### src/rtl/assert_macros.svh
// Assertion macros shared by the envelope generator RTL.
// Depends on nothing; the asserting module provides clk and rst_n.
`ifndef ASSERT_MACROS_SVH
`define ASSERT_MACROS_SVH

// Check a property on every rising clk edge, off while rst_n is low.
`define ASSERT_CLKD(lbl, prop, msg) \
    lbl: assert property (@(posedge clk) disable iff (!rst_n) prop) \
        else $error(msg);

// Check that a condition is never true, off while rst_n is low.
`define ASSERT_NEVER(lbl, cond, msg) \
    lbl: assert property (@(posedge clk) disable iff (!rst_n) !(cond)) \
        else $error(msg);

`endif

### src/rtl/adsr_pkg.sv
// Shared constants for the linear envelope generator.
// Depends on nothing; used by the interfaces and all modules.
package adsr_pkg;

    localparam int SAMPLE_W      = 16;
    localparam int LVL_W         = 16;
    localparam int DEF_SEG_BITS  = 20;
    localparam int DEF_FRAC_BITS = 15;

    localparam int APB_ADDR_W = 5;
    localparam int APB_DATA_W = 32;

    // register indexes (byte address is 4 * index)
    localparam logic [2:0] REG_ATTACK  = 3'd0;
    localparam logic [2:0] REG_DECAY   = 3'd1;
    localparam logic [2:0] REG_SUSTAIN = 3'd2;
    localparam logic [2:0] REG_RELEASE = 3'd3;
    localparam logic [2:0] REG_LEVEL1  = 3'd4;
    localparam logic [2:0] REG_LEVEL2  = 3'd5;
    localparam logic [2:0] REG_MUTE    = 3'd6;

    localparam int RST_ATTACK  = 441;
    localparam int RST_DECAY   = 2205;
    localparam int RST_SUSTAIN = 4410;
    localparam int RST_RELEASE = 4410;
    localparam int RST_LEVEL1  = 22938;
    localparam int RST_LEVEL2  = 3277;

endpackage

### src/rtl/adsr_if.sv
// Valid/ready stream interfaces for sample requests and envelope results.
// Depends on adsr_pkg.
interface adsr_in_if;
    import adsr_pkg::*;

    logic                       valid;
    logic                       ready;
    logic signed [SAMPLE_W-1:0] sample_in;
    logic                       retrigger;

    modport source (output valid, output sample_in, output retrigger, input ready);
    modport sink (input valid, input sample_in, input retrigger, output ready);
endinterface

interface adsr_out_if;
    import adsr_pkg::*;

    logic                       valid;
    logic                       ready;
    logic signed [SAMPLE_W-1:0] env_out;
    logic                       env_active;

    modport source (output valid, output env_out, output env_active, input ready);
    modport sink (input valid, input env_out, input env_active, output ready);
endinterface

### src/rtl/adsr_envelope_generator_unit.sv
// Top level of the linear attack/decay/sustain/release envelope generator.
// Depends on adsr_pkg, adsr_if.sv, adsr_divider and assert_macros.svh.
//   sample_req carries one request per audio sample: sample_in (signed Q1.15,
//   nonzero is a click that sets the gain and restarts) and retrigger.
//   env_req returns one result per request: env_out (signed Q1.15, saturated)
//   and env_active. Both channels move a request when valid and ready are high.
//   The APB port writes the seven envelope registers at byte address 4*index;
//   pready is tied high and reads return the register values.
// Sequence:
//   A request is taken only while the sequencer is idle. It then locates its
//   segment (one add and compare per segment), forms the interpolation
//   numerator from two products on the shared multiplier, runs the restoring
//   divider (LVW quotient bits, LVW = max(16, FRAC_BITS+1), 16 at defaults),
//   does one multiply to apply the gain and then saturates. The sequencer
//   returns to idle as the result is registered. Past the end of release the
//   divider is skipped and the envelope is zero.
//   Muted: result zero, state frozen.
// Reset clears position, gain, sequencer and output valid, and loads the
// register defaults. A stalled receiver holds the result in the output
// register; a finished result waits in the final state until the slot frees.
module adsr_envelope_generator_unit #(
    parameter int SEG_BITS  = adsr_pkg::DEF_SEG_BITS,
    parameter int FRAC_BITS = adsr_pkg::DEF_FRAC_BITS
) (
    input  logic                          clk,
    input  logic                          rst_n,
    adsr_in_if.sink                       sample_req,
    adsr_out_if.source                    env_req,
    input  logic                          psel,
    input  logic                          penable,
    input  logic                          pwrite,
    input  logic [adsr_pkg::APB_ADDR_W-1:0] paddr,
    input  logic [adsr_pkg::APB_DATA_W-1:0] pwdata,
    output logic [adsr_pkg::APB_DATA_W-1:0] prdata,
    output logic                          pready
);
    import adsr_pkg::*;
    `include "assert_macros.svh"

    // level width: holds the 16-bit levels and 1.0
    localparam int LVW  = (FRAC_BITS + 1 > LVL_W) ? FRAC_BITS + 1 : LVL_W;
    localparam int MB   = (SEG_BITS + 1 > SAMPLE_W) ? SEG_BITS + 1 : SAMPLE_W;
    localparam int PW   = LVW + 1 + MB;
    localparam int NUMW = LVW + SEG_BITS;
    localparam int POSW = SEG_BITS + 2;
    localparam logic [LVW-1:0] UNITY = LVW'(1) << FRAC_BITS;
    localparam logic signed [PW-1:0] SAT_HI = PW'(32767);
    localparam logic signed [PW-1:0] SAT_LO = -PW'(32768);

    localparam logic [2:0] ST_IDLE  = 3'd0;
    localparam logic [2:0] ST_SEG   = 3'd1;
    localparam logic [2:0] ST_MULA  = 3'd2;
    localparam logic [2:0] ST_MULB  = 3'd3;
    localparam logic [2:0] ST_DIV   = 3'd4;
    localparam logic [2:0] ST_SCALE = 3'd5;
    localparam logic [2:0] ST_DONE  = 3'd6;

    localparam logic [1:0] SEG_ATT = 2'd0;
    localparam logic [1:0] SEG_DEC = 2'd1;
    localparam logic [1:0] SEG_SUS = 2'd2;
    localparam logic [1:0] SEG_REL = 2'd3;

    // ---------------- configuration registers ----------------
    logic [SEG_BITS-1:0] attack_len_reg, decay_len_reg, sustain_len_reg, release_len_reg;
    logic [LVL_W-1:0]    level_one_reg, level_two_reg;
    logic                mute_on_reg;
    logic [2:0]          reg_idx;
    logic                cfg_write;

    assign reg_idx   = paddr[4:2];
    assign pready    = 1'b1;
    assign cfg_write = psel && penable && pwrite && pready;

    always_ff @(posedge clk or negedge rst_n)
    begin
        if (!rst_n)
        begin
            attack_len_reg  <= SEG_BITS'(RST_ATTACK);
            decay_len_reg   <= SEG_BITS'(RST_DECAY);
            sustain_len_reg <= SEG_BITS'(RST_SUSTAIN);
            release_len_reg <= SEG_BITS'(RST_RELEASE);
            level_one_reg   <= LVL_W'(RST_LEVEL1);
            level_two_reg   <= LVL_W'(RST_LEVEL2);
            mute_on_reg     <= 1'b0;
        end
        else if (cfg_write)
        begin
            case (reg_idx)
                REG_ATTACK:  attack_len_reg  <= pwdata[SEG_BITS-1:0];
                REG_DECAY:   decay_len_reg   <= pwdata[SEG_BITS-1:0];
                REG_SUSTAIN: sustain_len_reg <= pwdata[SEG_BITS-1:0];
                REG_RELEASE: release_len_reg <= pwdata[SEG_BITS-1:0];
                REG_LEVEL1:  level_one_reg   <= pwdata[LVL_W-1:0];
                REG_LEVEL2:  level_two_reg   <= pwdata[LVL_W-1:0];
                REG_MUTE:    mute_on_reg     <= pwdata[0];
                default:     ;
            endcase
        end
    end

    always_comb
    begin
        case (reg_idx)
            REG_ATTACK:  prdata = APB_DATA_W'(attack_len_reg);
            REG_DECAY:   prdata = APB_DATA_W'(decay_len_reg);
            REG_SUSTAIN: prdata = APB_DATA_W'(sustain_len_reg);
            REG_RELEASE: prdata = APB_DATA_W'(release_len_reg);
            REG_LEVEL1:  prdata = APB_DATA_W'(level_one_reg);
            REG_LEVEL2:  prdata = APB_DATA_W'(level_two_reg);
            REG_MUTE:    prdata = APB_DATA_W'(mute_on_reg);
            default:     prdata = '0;
        endcase
    end

    // ---------------- sequencer state ----------------
    logic [2:0]                 state_reg, state_next;
    logic [POSW-1:0]            position_reg, position_next;
    logic signed [SAMPLE_W-1:0] held_gain_reg, held_gain_next;
    logic                       muted_reg, muted_next;
    logic                       active_reg, active_next;
    logic [1:0]                 seg_idx_reg, seg_idx_next;
    logic [POSW-1:0]            base_reg, base_next;
    logic [SEG_BITS-1:0]        k_reg, k_next;
    logic [SEG_BITS-1:0]        len_reg, len_next;
    logic [LVW-1:0]             from_reg, from_next;
    logic [LVW-1:0]             to_reg, to_next;
    logic [NUMW-1:0]            num_reg, num_next;
    logic [LVW-1:0]             env_reg, env_next;
    logic signed [PW-1:0]       prod_reg, prod_next;

    logic                       out_valid_reg, out_valid_next;
    logic signed [SAMPLE_W-1:0] out_env_reg, out_env_next;
    logic                       out_active_reg, out_active_next;

    // shared multiplier
    logic signed [LVW:0]   mul_a;
    logic signed [MB-1:0]  mul_b;
    logic signed [PW-1:0]  mul_p;

    // segment search
    logic [SEG_BITS-1:0] len_sel;
    logic [LVW-1:0]      from_sel, to_sel;
    logic [POSW-1:0]     lim;

    // result shaping
    logic signed [PW-1:0] scaled, env_wide, val;
    logic                 out_free;

    // divider
    logic           div_start;
    logic           div_done;
    logic [LVW-1:0] div_quo;

    always_comb
    begin
        case (seg_idx_reg)
            SEG_ATT:
            begin
                len_sel  = attack_len_reg;
                from_sel = '0;
                to_sel   = UNITY;
            end
            SEG_DEC:
            begin
                len_sel  = decay_len_reg;
                from_sel = UNITY;
                to_sel   = LVW'(level_one_reg);
            end
            SEG_SUS:
            begin
                len_sel  = sustain_len_reg;
                from_sel = LVW'(level_one_reg);
                to_sel   = LVW'(level_two_reg);
            end
            default:
            begin
                len_sel  = release_len_reg;
                from_sel = LVW'(level_two_reg);
                to_sel   = '0;
            end
        endcase
    end

    assign lim = base_reg + POSW'(len_sel);

    always_comb
    begin
        case (state_reg)
            ST_MULA:
            begin
                mul_a = (LVW+1)'(from_reg);
                mul_b = MB'(len_reg - k_reg);
            end
            ST_MULB:
            begin
                mul_a = (LVW+1)'(to_reg);
                mul_b = MB'(k_reg);
            end
            default:
            begin
                mul_a = (LVW+1)'(env_reg);
                mul_b = MB'(held_gain_reg);
            end
        endcase
    end

    assign mul_p = mul_a * mul_b;

    // floor division by 1.0 is an arithmetic shift
    assign scaled   = prod_reg >>> FRAC_BITS;
    assign env_wide = PW'(env_reg);
    assign val      = (held_gain_reg == '0) ? env_wide : scaled;
    assign out_free = !out_valid_reg || env_req.ready;

    assign div_start = (state_reg == ST_MULB);

    always_comb
    begin
        state_next      = state_reg;
        position_next   = position_reg;
        held_gain_next  = held_gain_reg;
        muted_next      = muted_reg;
        active_next     = active_reg;
        seg_idx_next    = seg_idx_reg;
        base_next       = base_reg;
        k_next          = k_reg;
        len_next        = len_reg;
        from_next       = from_reg;
        to_next         = to_reg;
        num_next        = num_reg;
        env_next        = env_reg;
        prod_next       = prod_reg;
        out_valid_next  = out_valid_reg && !env_req.ready;
        out_env_next    = out_env_reg;
        out_active_next = out_active_reg;

        case (state_reg)
            ST_IDLE:
            begin
                if (sample_req.valid)
                begin
                    muted_next   = mute_on_reg;
                    seg_idx_next = SEG_ATT;
                    base_next    = '0;
                    if (mute_on_reg)
                    begin
                        // drop the request, freeze the envelope
                        state_next = ST_DONE;
                    end
                    else
                    begin
                        if (sample_req.sample_in != '0)
                        begin
                            held_gain_next = sample_req.sample_in;
                            position_next  = '0;
                        end
                        if (sample_req.retrigger)
                            position_next = '0;
                        state_next = ST_SEG;
                    end
                end
            end
            ST_SEG:
            begin
                if (position_reg < lim)
                begin
                    k_next        = SEG_BITS'(position_reg - base_reg);
                    len_next      = len_sel;
                    from_next     = from_sel;
                    to_next       = to_sel;
                    active_next   = 1'b1;
                    position_next = position_reg + 1'b1;
                    state_next    = ST_MULA;
                end
                else if (seg_idx_reg == SEG_REL)
                begin
                    // past end of release: hold position, envelope is zero
                    active_next = 1'b0;
                    env_next    = '0;
                    state_next  = ST_SCALE;
                end
                else
                begin
                    base_next    = lim;
                    seg_idx_next = seg_idx_reg + 1'b1;
                end
            end
            ST_MULA:
            begin
                num_next   = mul_p[NUMW-1:0];
                state_next = ST_MULB;
            end
            ST_MULB:
            begin
                num_next   = num_reg + mul_p[NUMW-1:0];
                state_next = ST_DIV;
            end
            ST_DIV:
            begin
                if (div_done)
                begin
                    env_next   = div_quo;
                    state_next = ST_SCALE;
                end
            end
            ST_SCALE:
            begin
                prod_next  = mul_p;
                state_next = ST_DONE;
            end
            ST_DONE:
            begin
                if (out_free)
                begin
                    out_valid_next = 1'b1;
                    if (muted_reg)
                    begin
                        out_env_next    = '0;
                        out_active_next = 1'b0;
                    end
                    else
                    begin
                        if (val > SAT_HI)
                            out_env_next = SAMPLE_W'(SAT_HI);
                        else if (val < SAT_LO)
                            out_env_next = SAMPLE_W'(SAT_LO);
                        else
                            out_env_next = val[SAMPLE_W-1:0];
                        out_active_next = active_reg;
                    end
                    state_next = ST_IDLE;
                end
            end
            default:
            begin
                state_next = ST_IDLE;
            end
        endcase
    end

    always_ff @(posedge clk or negedge rst_n)
    begin
        if (!rst_n)
        begin
            state_reg     <= ST_IDLE;
            position_reg  <= '0;
            held_gain_reg <= '0;
            muted_reg     <= 1'b0;
            active_reg    <= 1'b0;
            seg_idx_reg   <= SEG_ATT;
            base_reg      <= '0;
            out_valid_reg <= 1'b0;
        end
        else
        begin
            state_reg     <= state_next;
            position_reg  <= position_next;
            held_gain_reg <= held_gain_next;
            muted_reg     <= muted_next;
            active_reg    <= active_next;
            seg_idx_reg   <= seg_idx_next;
            base_reg      <= base_next;
            out_valid_reg <= out_valid_next;
        end
    end

    always_ff @(posedge clk)
    begin
        k_reg          <= k_next;
        len_reg        <= len_next;
        from_reg       <= from_next;
        to_reg         <= to_next;
        num_reg        <= num_next;
        env_reg        <= env_next;
        prod_reg       <= prod_next;
        out_env_reg    <= out_env_next;
        out_active_reg <= out_active_next;
    end

    // interpolation quotient, one bit per cycle
    adsr_divider #(
        .SEG_BITS (SEG_BITS),
        .QUO_W    (LVW)
    ) u_div (
        .clk      (clk),
        .rst_n    (rst_n),
        .start    (div_start),
        .num      (num_next),
        .divisor  (len_reg),
        .done     (div_done),
        .quotient (div_quo)
    );

    assign sample_req.ready   = (state_reg == ST_IDLE);
    assign env_req.valid      = out_valid_reg;
    assign env_req.env_out    = out_env_reg;
    assign env_req.env_active = out_active_reg;

    `ASSERT_CLKD(a_accept_leaves_idle,
        (sample_req.valid && sample_req.ready) |=> (state_reg != ST_IDLE),
        "request accepted but sequencer stayed idle")
    `ASSERT_CLKD(a_result_from_done,
        $rose(out_valid_reg) |-> $past(state_reg == ST_DONE),
        "result registered outside the final state")
    `ASSERT_NEVER(a_div_done_stray,
        div_done && (state_reg != ST_DIV),
        "divider finished while sequencer not waiting on it")

endmodule

### src/rtl/adsr_divider.sv
// Restoring divider, one quotient bit per cycle, for segment interpolation.
// Depends on adsr_pkg (imported for project consistency).
module adsr_divider #(
    parameter int SEG_BITS = adsr_pkg::DEF_SEG_BITS,
    parameter int QUO_W    = adsr_pkg::LVL_W
) (
    input  logic                      clk,
    input  logic                      rst_n,
    input  logic                      start,
    input  logic [SEG_BITS+QUO_W-1:0] num,
    input  logic [SEG_BITS-1:0]       divisor,
    output logic                      done,
    output logic [QUO_W-1:0]          quotient
);
    import adsr_pkg::*;

    localparam int CNT_W = (QUO_W > 1) ? $clog2(QUO_W) : 1;
    localparam logic [CNT_W-1:0] LAST = CNT_W'(QUO_W - 1);

    logic                busy_reg, busy_next;
    logic                done_reg, done_next;
    logic [CNT_W-1:0]    cnt_reg, cnt_next;
    logic [SEG_BITS-1:0] rem_reg, rem_next;
    logic [QUO_W-1:0]    quo_reg, quo_next;

    logic [SEG_BITS:0] trial;
    logic [SEG_BITS:0] diff;
    logic              fits;

    assign trial = {rem_reg, quo_reg[QUO_W-1]};
    assign diff  = trial - {1'b0, divisor};
    assign fits  = (trial >= {1'b0, divisor});

    always_comb
    begin
        busy_next = busy_reg;
        done_next = 1'b0;
        cnt_next  = cnt_reg;
        rem_next  = rem_reg;
        quo_next  = quo_reg;
        if (start)
        begin
            // upper part is already below the divisor since the quotient fits QUO_W
            rem_next  = num[SEG_BITS+QUO_W-1:QUO_W];
            quo_next  = num[QUO_W-1:0];
            cnt_next  = '0;
            busy_next = 1'b1;
        end
        else if (busy_reg)
        begin
            rem_next = fits ? diff[SEG_BITS-1:0] : trial[SEG_BITS-1:0];
            quo_next = {quo_reg[QUO_W-2:0], fits};
            cnt_next = cnt_reg + 1'b1;
            if (cnt_reg == LAST)
            begin
                busy_next = 1'b0;
                done_next = 1'b1;
            end
        end
    end

    always_ff @(posedge clk or negedge rst_n)
    begin
        if (!rst_n)
        begin
            busy_reg <= 1'b0;
            done_reg <= 1'b0;
            cnt_reg  <= '0;
        end
        else
        begin
            busy_reg <= busy_next;
            done_reg <= done_next;
            cnt_reg  <= cnt_next;
        end
    end

    always_ff @(posedge clk)
    begin
        rem_reg <= rem_next;
        quo_reg <= quo_next;
    end

    assign done     = done_reg;
    assign quotient = quo_reg;

endmodule

### src/flat_wrapper.sv
// flat-port wrapper written by rule: the top's interface ports become plain ports
module adsr_envelope_generator_unit_flat import adsr_pkg::*;
#(
    parameter int SEG_BITS  = adsr_pkg::DEF_SEG_BITS,
    parameter int FRAC_BITS = adsr_pkg::DEF_FRAC_BITS
)
  (clk, rst_n, psel, penable, pwrite, paddr, pwdata, prdata, pready, sample_req_valid, sample_req_sample_in, sample_req_retrigger, sample_req_ready, env_req_valid, env_req_env_out, env_req_env_active, env_req_ready);
  adsr_in_if sample_req_i ();
  adsr_out_if env_req_i ();
  input  logic clk;
  input  logic rst_n;
  input  logic psel;
  input  logic penable;
  input  logic pwrite;
  input  logic [adsr_pkg::APB_ADDR_W-1:0] paddr;
  input  logic [adsr_pkg::APB_DATA_W-1:0] pwdata;
  output logic [adsr_pkg::APB_DATA_W-1:0] prdata;
  output logic pready;
  input wire logic [$bits(sample_req_i.valid)-1:0] sample_req_valid;
  input wire logic [$bits(sample_req_i.sample_in)-1:0] sample_req_sample_in;
  input wire logic [$bits(sample_req_i.retrigger)-1:0] sample_req_retrigger;
  output wire logic [$bits(sample_req_i.ready)-1:0] sample_req_ready;
  output wire logic [$bits(env_req_i.valid)-1:0] env_req_valid;
  output wire logic [$bits(env_req_i.env_out)-1:0] env_req_env_out;
  output wire logic [$bits(env_req_i.env_active)-1:0] env_req_env_active;
  input wire logic [$bits(env_req_i.ready)-1:0] env_req_ready;
  assign sample_req_i.valid = sample_req_valid;
  assign sample_req_i.sample_in = sample_req_sample_in;
  assign sample_req_i.retrigger = sample_req_retrigger;
  assign sample_req_ready = sample_req_i.ready;
  assign env_req_valid = env_req_i.valid;
  assign env_req_env_out = env_req_i.env_out;
  assign env_req_env_active = env_req_i.env_active;
  assign env_req_i.ready = env_req_ready;
  adsr_envelope_generator_unit #(.SEG_BITS(SEG_BITS), .FRAC_BITS(FRAC_BITS)) u_core (.clk(clk), .rst_n(rst_n), .sample_req(sample_req_i), .env_req(env_req_i), .psel(psel), .penable(penable), .pwrite(pwrite), .paddr(paddr), .pwdata(pwdata), .prdata(prdata), .pready(pready));
endmodule
### config.mk
export PLATFORM = sky130hd
export DESIGN_NAME = adsr_envelope_generator_unit_flat
export DESIGN_NICKNAME = d
export VERILOG_FILES = /design/src/rtl/adsr_pkg.sv /design/src/rtl/adsr_if.sv /design/src/rtl/adsr_envelope_generator_unit.sv /design/src/rtl/adsr_divider.sv /design/src/flat_wrapper.sv
export VERILOG_INCLUDE_DIRS = /design/src /design/src/rtl
export SDC_FILE = /design/constraint.sdc
export NUM_CORES = 2
export LEC_CHECK = 0
export BUFFER_PORTS_ARGS = -buffer_cell sky130_fd_sc_hd__clkbuf_2
export CAP_MARGIN = 25
export CORE_ASPECT_RATIO = 2
export CORE_MARGIN = 3
export CORE_UTILIZATION = 50
export DETAILED_ROUTE_END_ITERATION = 12
export PLACE_DENSITY = 0.69
export SYNTH_ARGS = -nofsm -noshare
export SYNTH_HDL_FRONTEND = slang
export SYNTH_HIERARCHICAL = 1
export SYNTH_SLANG_ARGS = --single-unit
### constraint.sdc
create_clock -name clk -period 12.1 [get_ports clk]
set_clock_uncertainty 0.1 [all_clocks]
set_input_delay 1.21 -clock clk [delete_from_list [all_inputs] [get_ports clk]]
set_output_delay 1.21 -clock clk [all_outputs]
set_load 0.05 [all_outputs]
==> results.toml <==
[cells_and_area]
diodes = 0
mostFrequentLayoutCells = "inv_1 (568), nand2_1 (422), fa_1 (340), nor2_1 (293), ha_1 (236)"
nFillCells = 6430
syn2layout_area_growth_pct = 8.42
fin_util = 0.549
num-nets-final = 4554
layout.cells.non_filler = 4852
largest_register_ffs = 36
final_common_cell = "inv_1"
drive_gt1_frac = 0.126

[drt]
drcViolationCount = 0
first_pass_iters = 9
drt_iter0_markers = 2016
via_count = 28761
ant_nets = 0
routed_via_density = 5.93
drt-wirelength-per-cell_um = 23.4
wl_um = 114000

[die]
die_w_um = 196
io_pins = 113
dieArea_um2 = 75400
row_count = 138
die_y_um = 385
core_um2 = 71000
initial_utilization = 0.507

[timing]
tightest_slew_ns = 1.14
setup_tns_ns = 0
fin_crit_ns = 11.53
hold_violations = 0
min_period_over_period = 0.953
slew_violations = 0
rsz0062_at_grt = "false"
max_slew_margin = 0.220
finalSetupViolCount = 0
max_clock_freq_mhz = 86.7

[clocking]
clk_path_buf_depth = 3
clk_pin_slew_worst_paths_ns = 0.07
numClockSinks = 387
cts_tree = "built"
clockRootBuffer = "clkbuf_16"
clkLatencyLatePin_ns = 0.58
htreeDepth = 2
cts_buffers = 36

[critical_path]
crit_fanout = 7
cpPeakStageDelay_ns = 0.55
critPathKind = "register to register"
slowest_stage = "fa_1"
crit_required_ns = 12.31
endpoint_kind = "register"
cp.arrival_ns = 11.74
cpMostUsedCell = "fa_1"
start_kind = "register"

[synth]
synth-adder-area-share = 0.272
ys_seq_area_frac = 0.288
async_flop_share = 0.483
synth.avg_cell_area_um2 = 9.38
synth_compound_area_frac = 0.133
synth.area.mux_share = 0.0652
synthXorXnorAreaFrac = 0.0321
synth_cells = 3836
syn_area_um2 = 36000
synth_simple_gate_area_frac = 0.132
synth_top_area_share = 0.189
ys_ff_latch = 387
ys_top_cells_by_area = "fa_1 (19%), edfxtp_1 (14%), dfrtp_1 (10%), ha_1 (8.3%), inv_1 (5.9%)"
synth_edf_count = 164
yosysUniqueCellTypes = 89
yosysWarnings = 6
synth_top_cell_by_area = "fa_1"
synth_top_family_by_area = "adder cells"
synth_flop_cell = "edfxtp_1"

[run_status]
status = "finished clean"

[global_route]
antenna_found_initial = 0
busiest_layer = "met2"
grt_first_pass_wirelength_um = 172000
grt_max_degree = 68
grt_overflow = 0
met2_usage = 0.567
grtUsageMet1 = 0.286
use_met3 = 0.0348
grt.total_usage = 0.302
first_global_vias = 29852

[min_path]
hp-class = "register to register"

[placement]
gp_congestion = 0.998
placed_cells = 4787
portBuffers = 85
dp_hpwl_um = 90800

[power]
power_density_nw_per_um2 = 83.1
peakVddDrop_uv = 169
p_leak_uw = 0.0183

[job]
maxCapViolCount = 0
-- through the flow --
| step | instance area [um2] | total power [uW] | hold slack (ns) | setup slack (ns) |
|---|---|---|---|---|
| after floorplan | 36000 | 1880 | 0.336 | 1.93 |
| after global placement | 37700 | 2030 | 0.354 | 0.725 |
| after detailed placement | 37800 | 2050 | 0.354 | 0.621 |
| after CTS | 39000 | 3260 | 0.364 | 0.570 |
| after global routing | 39000 | 3370 | 0.415 | 0.0141 |
| final | 39000 | 3240 | 0.367 | 0.570 |
-- repair_timing --
action,4_1_cts,5_1_grt
hold buffers,0,0
resized for setup,0,5
endpoints found under the setup margin,0,4
buffers inserted,0,0
hold endpoints to repair,0,0
-- report_power, final --
part / switching (uW) / total [uW] / leakage, uW / internal (uW)
Sequential: 66.9 / 1530 / 0.00386 / 1460
Combinational: 311 / 499 / 0.0139 / 187
Clock: 541 / 1210 / 0.000590 / 671
Total: 919 / 3240 / 0.0183 / 2320
-- worst paths after layout --
kind / start / endpoint / slack, ns / cells after the start
max: u_core/len_reg[0] / u_core/u_div/rem_reg[16] / 0.57 / 46
min: u_core/num_reg[4] / u_core/num_reg[4] / 0.37 / 2
max reg2reg: u_core/len_reg[0] / u_core/u_div/rem_reg[16] / 0.57 / 46
min reg2reg: u_core/num_reg[4] / u_core/num_reg[4] / 0.37 / 2
max in group asynchronous: rst_n / u_core/release_len_reg[6] / 9.31 / 3
min in group asynchronous: rst_n / u_core/position_reg[20] / 0.53 / 1
-- final cells by class --
cell class                      instances  area [um2]  share of cell area
Multi-Input combinational cell       2735       22900               0.588
Clock buffer                           39         933              0.0239
Sequential cell                       387       10400               0.266
Inverter                              571        2140              0.0550
Tap cell                              910        1140              0.0292
Timing Repair Buffer                  184        1180              0.0304
Clock inverter                         26         278             0.00712
-- kinds of logic (layout without fill, tap and decap cells) --
kind of cell | after synthesis | in the layout
simple gates | 1060 | 1060
compound gates | 736 | 736
buf+inv | 725 | 820
fa+ha+maj | 578 | 578
flops | 387 | 387
mux | 216 | 216
xor+xnor | 132 | 132
other cells | 2 | 13
-- metal layers --
| metal | up-vias | part of all wire |
|---|---|---|
| li1 | 12994 | - |
| met1 | 14211 | 0.31 |
| met2 | 1103 | 0.53 |
| met3 | 453 | 0.050 |
| met4 | 0 | 0.11 |
| met5 | - | 0 |
-- synthesized netlist by cell type (39+ instances only) --
library cell / n
dfrtp_1: 148
edfxtp_1: 164
mux2i_1: 69
nor2_1: 297
a22oi_1: 70
a21oi_1: 163
xor2_1: 46
inv_1: 570
ha_1: 238
mux2_2: 147
dfstp_2: 39
a21o_1: 53
nand3_1: 86
fa_1: 340
clkbuf_1: 114
nor3_1: 55
nand2_1: 423
o21ai_0: 193
xnor2_1: 86
-- critical path: cells and delay by family (launching register included) --
family	cells	cell delay, ns
compound gates	16	3.73
xor+xnor	3	0.33
fa+ha+maj	10	4.34
buf+inv	7	0.52
flops	1	0.39
mux	2	0.55
simple gates	8	1.29
Power figures use the tool's default switching activity.
